`config.mk`:
```
export PLATFORM = sky130hd
export DESIGN_NAME = hann_overlap_framer_unit
export DESIGN_NICKNAME = d
export VERILOG_FILES = /design/src/hof_pkg.sv /design/src/hann_overlap_framer_unit.sv /design/src/hof_ring.sv /design/src/hof_front.sv /design/src/hof_queue.sv /design/src/hof_back.sv
export SDC_FILE = /design/constraint.sdc
export NUM_CORES = 2
export LEC_CHECK = 0
export BUFFER_PORTS_ARGS = -buffer_cell sky130_fd_sc_hd__buf_4
export CAP_MARGIN = 20
export CORE_ASPECT_RATIO = 1.2
export CORE_MARGIN = 2
export CORE_UTILIZATION = 66
export CTS_BUF_LIST = sky130_fd_sc_hd__clkbuf_8
export CTS_CLUSTER_SIZE = 40
export DETAILED_ROUTE_END_ITERATION = 8
export GPL_TIMING_DRIVEN = 0
export HOLD_SLACK_MARGIN = 0.12
export PLACE_DENSITY = 0.83
export SETUP_SLACK_MARGIN = 0.1
export SLEW_MARGIN = 25
export SYNTH_ARGS = -nofsm -noshare
export SYNTH_HDL_FRONTEND = slang
export SYNTH_SLANG_ARGS = --single-unit
```
`constraint.sdc`:
```
create_clock -name clk -period 6.3 [get_ports clk]
set_clock_uncertainty 0.05 [all_clocks]
set_input_delay 0 -clock clk [delete_from_list [all_inputs] [get_ports clk]]
set_output_delay 0 -clock clk [all_outputs]
set_load 0.01 [all_outputs]
```
`src/hof_pkg.sv`:
```
`default_nettype none
package hof_pkg;

  // Frame geometry
  localparam int FRAME_LENGTH = 64;
  localparam int HOP_LENGTH   = 32;

  // Ring index, fill counter and hop counter widths
  localparam int IDX_W = $clog2(FRAME_LENGTH);
  localparam int CNT_W = $clog2(FRAME_LENGTH + 1);
  localparam int HOP_W = $clog2(HOP_LENGTH + 1);

  // Fixed field widths
  localparam int SMP_W = 16;
  localparam int FRM_W = 16;
  localparam int POS_W = 6;
  localparam int WIN_W = 17;

  // Fixed point constants for the window table
  localparam longint unsigned PI_Q30  = 64'd3373259426;
  localparam longint unsigned ONE_Q30 = 64'd1073741824;

  typedef logic [WIN_W-1:0] win_rom_t [FRAME_LENGTH];

  // Frame job handed from the front to the back
  typedef struct packed {
    logic [IDX_W-1:0] start;
    logic [FRM_W-1:0] frame;
  } desc_t;

  // Read progress of the back, seen by the front
  typedef struct packed {
    logic             busy;
    logic [IDX_W-1:0] start;
    logic [CNT_W-1:0] issued;
  } back_stat_t;

  // One result word
  typedef struct packed {
    logic signed [SMP_W-1:0] win;
    logic [FRM_W-1:0]        frame;
    logic [POS_W-1:0]        pos;
    logic                    last;
  } out_word_t;

  // Taylor series sine in Q30, truncating steps, clamped to [0, 1]
  // Terms divide by (2k)(2k+1) for k = 1..7, signs alternate
  function automatic longint unsigned sine_q30(longint unsigned x);
    longint unsigned x2;
    longint unsigned term;
    longint          sum;
    x2   = (x * x) >> 30;
    term = x;
    sum  = longint'(x);
    term = ((term * x2) >> 30) / 64'd6;
    sum  = sum - longint'(term);
    term = ((term * x2) >> 30) / 64'd20;
    sum  = sum + longint'(term);
    term = ((term * x2) >> 30) / 64'd42;
    sum  = sum - longint'(term);
    term = ((term * x2) >> 30) / 64'd72;
    sum  = sum + longint'(term);
    term = ((term * x2) >> 30) / 64'd110;
    sum  = sum - longint'(term);
    term = ((term * x2) >> 30) / 64'd156;
    sum  = sum + longint'(term);
    term = ((term * x2) >> 30) / 64'd210;
    sum  = sum - longint'(term);
    if (sum < 0) begin
      sum = 0;
    end
    if (longint'(sum) > longint'(ONE_Q30)) begin
      sum = longint'(ONE_Q30);
    end
    return longint'(sum);
  endfunction

  // Periodic Hann window, unsigned Q1.16, built at elaboration
  function automatic win_rom_t build_win_rom();
    win_rom_t        rom;
    longint unsigned m;
    longint unsigned x;
    longint unsigned s;
    for (int n = 0; n < FRAME_LENGTH; n++) begin
      m = (2 * n <= FRAME_LENGTH) ? longint'(n) : longint'(FRAME_LENGTH - n);
      x = (PI_Q30 * m + longint'(FRAME_LENGTH / 2)) / FRAME_LENGTH;
      s = sine_q30(x);
      rom[n] = WIN_W'((s * s + (64'd1 << 43)) >> 44);
    end
    return rom;
  endfunction

  localparam win_rom_t HANN_ROM = build_win_rom();

endpackage
`default_nettype wire

```
`src/hann_overlap_framer_unit.sv`:
```
// Channel  | Ports                                             | Dir
// ---------+---------------------------------------------------+-----
// input    | in_valid, in_ready, in_sample, in_last_in_block   | in
// result   | out_valid, out_ready, out_windowed_sample,        | out
//          | out_frame_number, out_position_in_frame,          |
//          | out_last_of_frame                                 |
//
// A sample word is taken on each accepted handshake. A completed frame gives FRAME_LENGTH
// result words, one per cycle at most, set by the single ring read port;
// with a hop of half a frame this averages two result words per input word.
// First result of a frame goes via job queue, ring read, product and buffer.
// Input stalls while a frame job waits in the queue, or while the write slot
// is still unread by the frame in progress. Synchronous active-low reset; the
// sample ring is not cleared and needs no clearing pass.
`default_nettype none
module hann_overlap_framer_unit
  import hof_pkg::*;
(
  input  wire logic             clk,
  input  wire logic             rst_n,
  input  wire logic             in_valid,
  output logic                  in_ready,
  input  wire logic [SMP_W-1:0] in_sample,
  input  wire logic             in_last_in_block,
  output logic                  out_valid,
  input  wire logic             out_ready,
  output logic [SMP_W-1:0]      out_windowed_sample,
  output logic [FRM_W-1:0]      out_frame_number,
  output logic [POS_W-1:0]      out_position_in_frame,
  output logic                  out_last_of_frame
);

  back_stat_t       bstat;
  logic             q_empty;
  logic             q_valid;
  logic             q_push;
  logic             q_pop;
  desc_t            q_din;
  desc_t            q_dout;
  logic             ring_we;
  logic [IDX_W-1:0] ring_waddr;
  logic [SMP_W-1:0] ring_wdata;
  logic             ring_re;
  logic [IDX_W-1:0] ring_raddr;
  logic [SMP_W-1:0] ring_rdata;

  hof_ring u_ring (
    .clk   (clk),
    .we    (ring_we),
    .waddr (ring_waddr),
    .wdata (ring_wdata),
    .re    (ring_re),
    .raddr (ring_raddr),
    .rdata (ring_rdata)
  );

  hof_front u_front (
    .clk              (clk),
    .rst_n            (rst_n),
    .in_valid         (in_valid),
    .in_ready         (in_ready),
    .in_sample        (in_sample),
    .in_last_in_block (in_last_in_block),
    .bstat            (bstat),
    .q_empty          (q_empty),
    .ring_we          (ring_we),
    .ring_waddr       (ring_waddr),
    .ring_wdata       (ring_wdata),
    .q_push           (q_push),
    .q_din            (q_din)
  );

  hof_queue u_queue (
    .clk   (clk),
    .rst_n (rst_n),
    .push  (q_push),
    .din   (q_din),
    .pop   (q_pop),
    .valid (q_valid),
    .empty (q_empty),
    .dout  (q_dout)
  );

  hof_back u_back (
    .clk                   (clk),
    .rst_n                 (rst_n),
    .q_valid               (q_valid),
    .q_dout                (q_dout),
    .q_pop                 (q_pop),
    .bstat                 (bstat),
    .ring_re               (ring_re),
    .ring_raddr            (ring_raddr),
    .ring_rdata            (ring_rdata),
    .out_valid             (out_valid),
    .out_ready             (out_ready),
    .out_windowed_sample   (out_windowed_sample),
    .out_frame_number      (out_frame_number),
    .out_position_in_frame (out_position_in_frame),
    .out_last_of_frame     (out_last_of_frame)
  );

  // no sample is written while a frame job still waits for the back
  a_no_write_with_job: assert property (@(posedge clk) disable iff (!rst_n)
    ring_we |-> q_empty)
    else $error("ring written while a frame job is queued");

  // a frame job is only queued on an accepted word
  a_push_on_accept: assert property (@(posedge clk) disable iff (!rst_n)
    q_push |-> (in_valid && in_ready))
    else $error("frame job pushed without an input word");

  // the read in progress never runs past the frame
  a_issue_bound: assert property (@(posedge clk) disable iff (!rst_n)
    bstat.busy |-> (bstat.issued < CNT_W'(FRAME_LENGTH)))
    else $error("frame read ran past its length");

  // a new frame job starts only after the previous one has been fully issued
  a_pop_when_idle: assert property (@(posedge clk) disable iff (!rst_n)
    q_pop |=> (bstat.busy && (bstat.issued == '0)))
    else $error("frame job not started cleanly");

endmodule
`default_nettype wire

```
`src/hof_ring.sv`:
```
`default_nettype none
module hof_ring
  import hof_pkg::*;
(
  input  wire logic             clk,
  input  wire logic             we,
  input  wire logic [IDX_W-1:0] waddr,
  input  wire logic [SMP_W-1:0] wdata,
  input  wire logic             re,
  input  wire logic [IDX_W-1:0] raddr,
  output logic [SMP_W-1:0]      rdata
);

  logic [SMP_W-1:0] mem [FRAME_LENGTH];
  logic [SMP_W-1:0] rdata_r;

  // write port
  always_ff @(posedge clk) begin
    if (we) begin
      mem[waddr] <= wdata;
    end
  end

  // registered read port
  always_ff @(posedge clk) begin
    if (re) begin
      rdata_r <= mem[raddr];
    end
  end

  assign rdata = rdata_r;

endmodule
`default_nettype wire

```
`src/hof_front.sv`:
```
`default_nettype none
module hof_front
  import hof_pkg::*;
(
  input  wire logic             clk,
  input  wire logic             rst_n,
  input  wire logic             in_valid,
  output logic                  in_ready,
  input  wire logic [SMP_W-1:0] in_sample,
  input  wire logic             in_last_in_block,
  input  wire back_stat_t       bstat,
  input  wire logic             q_empty,
  output logic                  ring_we,
  output logic [IDX_W-1:0]      ring_waddr,
  output logic [SMP_W-1:0]      ring_wdata,
  output logic                  q_push,
  output desc_t                 q_din
);

  logic [IDX_W-1:0] wp_r,     wp_nxt;
  logic [CNT_W-1:0] fill_r,   fill_nxt;
  logic [HOP_W-1:0] hop_r,    hop_nxt;
  logic [FRM_W-1:0] frames_r, frames_nxt;

  logic             accept;
  logic             slot_safe;
  logic [CNT_W-1:0] slot_gap;
  logic [IDX_W-1:0] wp_adv;
  logic [CNT_W-1:0] fill_inc;
  logic [HOP_W-1:0] hop_inc;
  logic             emit;

  // distance from the frame being read to the write slot
  always_comb begin
    if (wp_r >= bstat.start) begin
      slot_gap = CNT_W'(wp_r) - CNT_W'(bstat.start);
    end else begin
      slot_gap = CNT_W'(wp_r) + CNT_W'(FRAME_LENGTH) - CNT_W'(bstat.start);
    end
  end

  // a slot may be overwritten once the back has issued its read
  assign slot_safe = !bstat.busy || (slot_gap < bstat.issued);
  assign in_ready  = q_empty && slot_safe;
  assign accept    = in_valid && in_ready;

  assign ring_we    = accept;
  assign ring_waddr = wp_r;
  assign ring_wdata = in_sample;

  assign wp_adv   = (wp_r == IDX_W'(FRAME_LENGTH - 1)) ? '0 : wp_r + 1'b1;
  assign fill_inc = fill_r + 1'b1;
  assign hop_inc  = hop_r + 1'b1;

  // framing counters
  always_comb begin
    wp_nxt     = wp_r;
    fill_nxt   = fill_r;
    hop_nxt    = hop_r;
    frames_nxt = frames_r;
    emit       = 1'b0;
    if (accept) begin
      wp_nxt = wp_adv;
      if (fill_r < CNT_W'(FRAME_LENGTH)) begin
        fill_nxt = fill_inc;
        if (fill_inc == CNT_W'(FRAME_LENGTH)) begin
          emit    = 1'b1;
          hop_nxt = '0;
        end
      end else begin
        if (hop_inc >= HOP_W'(HOP_LENGTH)) begin
          emit    = 1'b1;
          hop_nxt = '0;
        end else begin
          hop_nxt = hop_inc;
        end
      end
      if (emit && (frames_r != '1)) begin
        frames_nxt = frames_r + 1'b1;
      end
      // restart after the last word of a block
      if (in_last_in_block) begin
        wp_nxt     = '0;
        fill_nxt   = '0;
        hop_nxt    = '0;
        frames_nxt = '0;
      end
    end
  end

  assign q_push      = emit;
  assign q_din.start = wp_adv;
  assign q_din.frame = frames_r;

  always_ff @(posedge clk) begin
    if (!rst_n) begin
      wp_r     <= '0;
      fill_r   <= '0;
      hop_r    <= '0;
      frames_r <= '0;
    end else begin
      wp_r     <= wp_nxt;
      fill_r   <= fill_nxt;
      hop_r    <= hop_nxt;
      frames_r <= frames_nxt;
    end
  end

endmodule
`default_nettype wire

```
`src/hof_queue.sv`:
```
`default_nettype none
module hof_queue
  import hof_pkg::*;
(
  input  wire logic  clk,
  input  wire logic  rst_n,
  input  wire logic  push,
  input  wire desc_t din,
  input  wire logic  pop,
  output logic       valid,
  output logic       empty,
  output desc_t      dout
);

  desc_t       slot_r [2];
  logic        wr_ptr_r, wr_ptr_nxt;
  logic        rd_ptr_r, rd_ptr_nxt;
  logic [1:0]  cnt_r,    cnt_nxt;
  logic        do_push;
  logic        do_pop;

  assign valid   = (cnt_r != 2'd0);
  assign empty   = (cnt_r == 2'd0);
  assign dout    = slot_r[rd_ptr_r];
  assign do_push = push && (cnt_r != 2'd2);
  assign do_pop  = pop && valid;

  // pointer and count update
  always_comb begin
    wr_ptr_nxt = do_push ? ~wr_ptr_r : wr_ptr_r;
    rd_ptr_nxt = do_pop ? ~rd_ptr_r : rd_ptr_r;
    cnt_nxt    = cnt_r;
    if (do_push && !do_pop) begin
      cnt_nxt = cnt_r + 1'b1;
    end else if (!do_push && do_pop) begin
      cnt_nxt = cnt_r - 1'b1;
    end
  end

  always_ff @(posedge clk) begin
    if (do_push) begin
      slot_r[wr_ptr_r] <= din;
    end
  end

  always_ff @(posedge clk) begin
    if (!rst_n) begin
      wr_ptr_r <= 1'b0;
      rd_ptr_r <= 1'b0;
      cnt_r    <= 2'd0;
    end else begin
      wr_ptr_r <= wr_ptr_nxt;
      rd_ptr_r <= rd_ptr_nxt;
      cnt_r    <= cnt_nxt;
    end
  end

endmodule
`default_nettype wire

```
`src/hof_back.sv`:
```
`default_nettype none
module hof_back
  import hof_pkg::*;
(
  input  wire logic             clk,
  input  wire logic             rst_n,
  input  wire logic             q_valid,
  input  wire desc_t            q_dout,
  output logic                  q_pop,
  output back_stat_t            bstat,
  output logic                  ring_re,
  output logic [IDX_W-1:0]      ring_raddr,
  input  wire logic [SMP_W-1:0] ring_rdata,
  output logic                  out_valid,
  input  wire logic             out_ready,
  output logic [SMP_W-1:0]      out_windowed_sample,
  output logic [FRM_W-1:0]      out_frame_number,
  output logic [POS_W-1:0]      out_position_in_frame,
  output logic                  out_last_of_frame
);

  localparam int OUT_DEPTH = 4;
  localparam int OPTR_W    = $clog2(OUT_DEPTH);
  localparam int OCNT_W    = $clog2(OUT_DEPTH + 1);
  localparam int PROD_W    = SMP_W + WIN_W + 1;

  // frame sequencer
  logic             busy_r,  busy_nxt;
  logic [IDX_W-1:0] start_r, start_nxt;
  logic [FRM_W-1:0] frame_r, frame_nxt;
  logic [CNT_W-1:0] pos_r,   pos_nxt;
  logic [IDX_W-1:0] addr_r,  addr_nxt;
  logic             issue;
  logic [OCNT_W-1:0] occ;

  // stage 1: ring data arriving, weight and tags
  logic             s1_v_r;
  logic [WIN_W-1:0] s1_w_r;
  logic [FRM_W-1:0] s1_frame_r;
  logic [POS_W-1:0] s1_pos_r;
  logic             s1_last_r;

  // stage 2: product
  logic                     s2_v_r;
  logic signed [PROD_W-1:0] s2_prod_r;
  logic [FRM_W-1:0]         s2_frame_r;
  logic [POS_W-1:0]         s2_pos_r;
  logic                     s2_last_r;
  logic signed [PROD_W-1:0] rnd;

  // output buffer
  out_word_t         obuf_r [OUT_DEPTH];
  logic [OPTR_W-1:0] owr_r, ord_r;
  logic [OCNT_W-1:0] ocnt_r, ocnt_nxt;
  logic              opop;
  out_word_t         ohead;

  // words in flight plus words buffered bound the issue rate
  assign occ   = ocnt_r + OCNT_W'(s1_v_r) + OCNT_W'(s2_v_r);
  assign issue = busy_r && (occ < OCNT_W'(OUT_DEPTH));
  assign q_pop = !busy_r && q_valid;

  assign ring_re    = issue;
  assign ring_raddr = addr_r;

  assign bstat.busy   = busy_r;
  assign bstat.start  = start_r;
  assign bstat.issued = pos_r;

  // sequencer next state
  always_comb begin
    busy_nxt  = busy_r;
    start_nxt = start_r;
    frame_nxt = frame_r;
    pos_nxt   = pos_r;
    addr_nxt  = addr_r;
    if (q_pop) begin
      busy_nxt  = 1'b1;
      start_nxt = q_dout.start;
      frame_nxt = q_dout.frame;
      pos_nxt   = '0;
      addr_nxt  = q_dout.start;
    end else if (issue) begin
      pos_nxt  = pos_r + 1'b1;
      addr_nxt = (addr_r == IDX_W'(FRAME_LENGTH - 1)) ? '0 : addr_r + 1'b1;
      if (pos_r == CNT_W'(FRAME_LENGTH - 1)) begin
        busy_nxt = 1'b0;
      end
    end
  end

  always_ff @(posedge clk) begin
    if (!rst_n) begin
      busy_r <= 1'b0;
      pos_r  <= '0;
    end else begin
      busy_r <= busy_nxt;
      pos_r  <= pos_nxt;
    end
  end

  always_ff @(posedge clk) begin
    start_r <= start_nxt;
    frame_r <= frame_nxt;
    addr_r  <= addr_nxt;
  end

  // pipeline valids
  always_ff @(posedge clk) begin
    if (!rst_n) begin
      s1_v_r <= 1'b0;
      s2_v_r <= 1'b0;
    end else begin
      s1_v_r <= issue;
      s2_v_r <= s1_v_r;
    end
  end

  // stage 1 payload
  always_ff @(posedge clk) begin
    if (issue) begin
      s1_w_r     <= HANN_ROM[pos_r[IDX_W-1:0]];
      s1_frame_r <= frame_r;
      s1_pos_r   <= POS_W'(pos_r);
      s1_last_r  <= (pos_r == CNT_W'(FRAME_LENGTH - 1));
    end
  end

  // stage 2: sample times weight
  always_ff @(posedge clk) begin
    if (s1_v_r) begin
      s2_prod_r  <= PROD_W'($signed(ring_rdata) * $signed({1'b0, s1_w_r}));
      s2_frame_r <= s1_frame_r;
      s2_pos_r   <= s1_pos_r;
      s2_last_r  <= s1_last_r;
    end
  end

  // round half up to Q1.15
  assign rnd = s2_prod_r + PROD_W'(32768);

  // output buffer
  assign opop      = out_valid && out_ready;
  assign out_valid = (ocnt_r != '0);
  assign ohead     = obuf_r[ord_r];

  always_comb begin
    ocnt_nxt = ocnt_r;
    if (s2_v_r && !opop) begin
      ocnt_nxt = ocnt_r + 1'b1;
    end else if (!s2_v_r && opop) begin
      ocnt_nxt = ocnt_r - 1'b1;
    end
  end

  always_ff @(posedge clk) begin
    if (s2_v_r) begin
      obuf_r[owr_r] <= '{win:   rnd[SMP_W+15:16],
                         frame: s2_frame_r,
                         pos:   s2_pos_r,
                         last:  s2_last_r};
    end
  end

  always_ff @(posedge clk) begin
    if (!rst_n) begin
      owr_r  <= '0;
      ord_r  <= '0;
      ocnt_r <= '0;
    end else begin
      if (s2_v_r) begin
        owr_r <= owr_r + 1'b1;
      end
      if (opop) begin
        ord_r <= ord_r + 1'b1;
      end
      ocnt_r <= ocnt_nxt;
    end
  end

  assign out_windowed_sample   = ohead.win;
  assign out_frame_number      = ohead.frame;
  assign out_position_in_frame = ohead.pos;
  assign out_last_of_frame     = ohead.last;

endmodule
`default_nettype wire
```
==> flow_summary.ini <==
[timing]
relSlewSlack_pct = 22.6
setup_viol = 0
fin_crit_ns = 6.08
slew_violations = 0
hold_violations = 0
fmax_mhz = 165
max_slew.worst_pin.slew_ns = 1.16
period_share_pct = 96.5
rsz0062_at_grt = true
setup_ws_ns = 0.222

[detailed_routing]
totalWireLength_mm = 163
avgViaCountPerCell = 6.58
dr.pass1.iters = 6
vias = 38405
antenna_left = 0
drt_iter0_drc = 4722
wl_per_cell_um = 28.0
drc = 0

[synth]
synthArstFlopShare_pct = 0
synth_fp_nets = 4427
synth_top_family_by_area = multiplexers
synth-edff-count = 1348
yosys.area.top_type_share_pct = 62.6
syn-cell-area_um2 = 64700
yosys.area_share.simple_pct = 6.08
synthMuxAreaShare_pct = 10.6
yosysWarnings = 0
seq_area_frac_synth_pct = 64.4
yosys_register_bits = 1407
avgSynthCellArea_um2 = 16.0
synthAdderAreaFrac_pct = 9.33
synth_cell_types = 84
yosysMostFrequentCell = edfxtp_1
synth_xor_area_share_pct = 0.813
dominantRegCellSynth = edfxtp_1
synthTopCellsByCount = edfxtp_1 (1348), nand2_1 (304), inv_1 (262)
synthTopCellsByArea = edfxtp_1 (63%), mux4_2 (8.1%), fa_1 (6.5%)
synth_compound_area_share_pct = 5.66
synth_area_leader_cell = edfxtp_1
syn_inst = 4049

[place]
pre_cts_slack_ns = -0.523
io_buffers = 59
dp_hpwl_mm = 109
place.gp.congestion = 0.994

[worst_setup_path]
cp_data_required_time_ns = 6.91
cp-end-kind = register
crit_fanout = 10
startpoint_type = register
crit_type = reg2reg
arrival_ns = 6.69

[clocking]
root_buffer = clkbuf_8
clock_latency_ns = 0.93
cts_tree = yes
numCtsBuffers = 197
clock_path_buffers = 3
htree_levels = 4
path_clk_slew_ns = 0.06
cts_num_sinks = 1407

[job]
maxCapViolCount = 0

[grt]
grt_pass1_vias = 39034
grt_util_all_layers_pct = 33.4
grt_start_max_net_pins = 65
antenna_found_initial = 4
grt_pass1_wl_mm = 243
grt.overflow.total = 0

[floorplanning]
start_util_pct = 66.7
die-area_um2 = 101000
die_w_um = 290
die_y_um = 347
core_area_um2 = 97000
rows = 125
io_pins = 62

[layout]
utilization_pct = 74.0
area_delta_synth_final_pct = 11.0
nets = 4782
fillers = 5639
drive_gt1_share_pct = 18.4

[worst_hold_path]
hold_path_class = in2reg

[outcome]
status = complete, no violations
cells in the final DEF, fill, tap and decap left out, drive strengths merged, types with 138 or more instances in the layout:
| master | count |
|---|---|
| edfxtp | 1348 |
| inv | 334 |
| clkbuf | 317 |
| nand2 | 306 |
| mux4 | 234 |
| buf | 229 |
| fa | 209 |
| nor2 | 188 |
| ha | 148 |
| and2 | 138 |
final cells by class:
class | count | area [µm²] | area share [%]
diodes | 1 | 2.50 | 0.00349
plain buffers | 215 | 1070 | 1.50
clock buffers | 199 | 2740 | 3.82
clock inverters | 162 | 963 | 1.34
inverters | 267 | 1000 | 1.40
multi-input cells | 2158 | 21200 | 29.6
flip-flops and latches | 1407 | 41700 | 58.0
well taps | 1270 | 1590 | 2.21
repair buffers | 158 | 1490 | 2.07
cell families after synthesis:
family          count (synthesis)
mux                           391
simple gates                  822
compound gates                528
xor+xnor                       60
fa+ha+maj                     357
flops                        1407
buf+inv                       484
what timing repair did:
item                                    4_1_cts  5_1_grt
buffers inserted                             23       11
pin swaps                                     0        2
endpoints found under the setup margin       17       14
resized for setup                            44       47
hold endpoints to repair                   1097        0
hold buffers                                 26        0
critical path: stages, from the launching register on:
cell and delay, ns:
edfxtp_1 0.55, buf_2 0.35, nand2_1 0.12, fa_1 0.54, inv_1 0.05, fa_1 0.48
inv_1 0.05, fa_1 0.53, inv_1 0.07, fa_1 0.50, fa_1 0.44, ha_1 0.30
ha_1 0.27, buf_2 0.18, nand4_1 0.21, or4_1 0.57, o32a_1 0.17, o211a_2 0.15
o21ai_1 0.15, xnor2_1 0.10
flip-flops by register name, summed over array words and instances (netlist names), 3 cells and up, named ones only:
signal / flops
u_front.frames_r: 16
u_back.s1_w_r: 17
u_front.ring_waddr: 6
u_front.hop_r: 6
u_back.obuf_r: 156
u_back.start_r: 6
u_back.frame_r: 16
u_ring.mem: 1024
u_back.ocnt_r: 3
u_queue.slot_r: 44
u_back.s2_frame_r: 16
u_back.s1_pos_r: 6
u_front.fill_r: 7
u_back.s1_frame_r: 16
u_back.ring_raddr: 6
u_back.pos_r: 7
u_back.s2_prod_r: 17
u_back.s2_pos_r: 6
u_ring.rdata: 16
per-layer routing:
metal | global-route usage (%) | wire length [µm] | vias to the layer above
met5 | 0 | 15 | -
met1 | 42.1 | 56300 | 19196
li1 | - | - | 16169
met3 | 6.43 | 15600 | 580
met2 | 53.7 | 79700 | 2458
met4 | 20.7 | 11800 | 2
path summary, 6_finish.rpt:
| path | end | cells after the start | slack, ns | start |
|---|---|---|---|---|
| worst max-delay path | u_back.s2_prod_r[28]$_DFFE_PP_ | 19 | 0.22 | u_ring.rdata[13]$_DFFE_PP_ |
| worst min-delay path | u_ring.mem[11][3]$_DFFE_PP_ | 2 | 0.16 | in_sample[3] |
| worst max register to register | u_back.s2_prod_r[28]$_DFFE_PP_ | 19 | 0.22 | u_ring.rdata[13]$_DFFE_PP_ |
| worst min register to register | u_back.s1_frame_r[5]$_DFFE_PP_ | 0 | 0.35 | u_back.frame_r[5]$_DFFE_PP_ |
stage by stage:
stage	hold slack [ns]	cells	setup TNS [ns]	instance area (µm²)
2_1_floorplan	0.0489	4049	0	64700
3_3_place_gp	0.351	5378	-2.74	66700
3_5_place_dp	0.355	5415	-3.59	67400
4_1_cts	0.120	5823	0	71600
5_1_grt	0.161	5837	0	71800
6_report	0.159	5837	0	71800
Power is left out: the tool's default activity adds up to more than one toggle a clock period on the data nets, which glitch-free logic cannot reach.
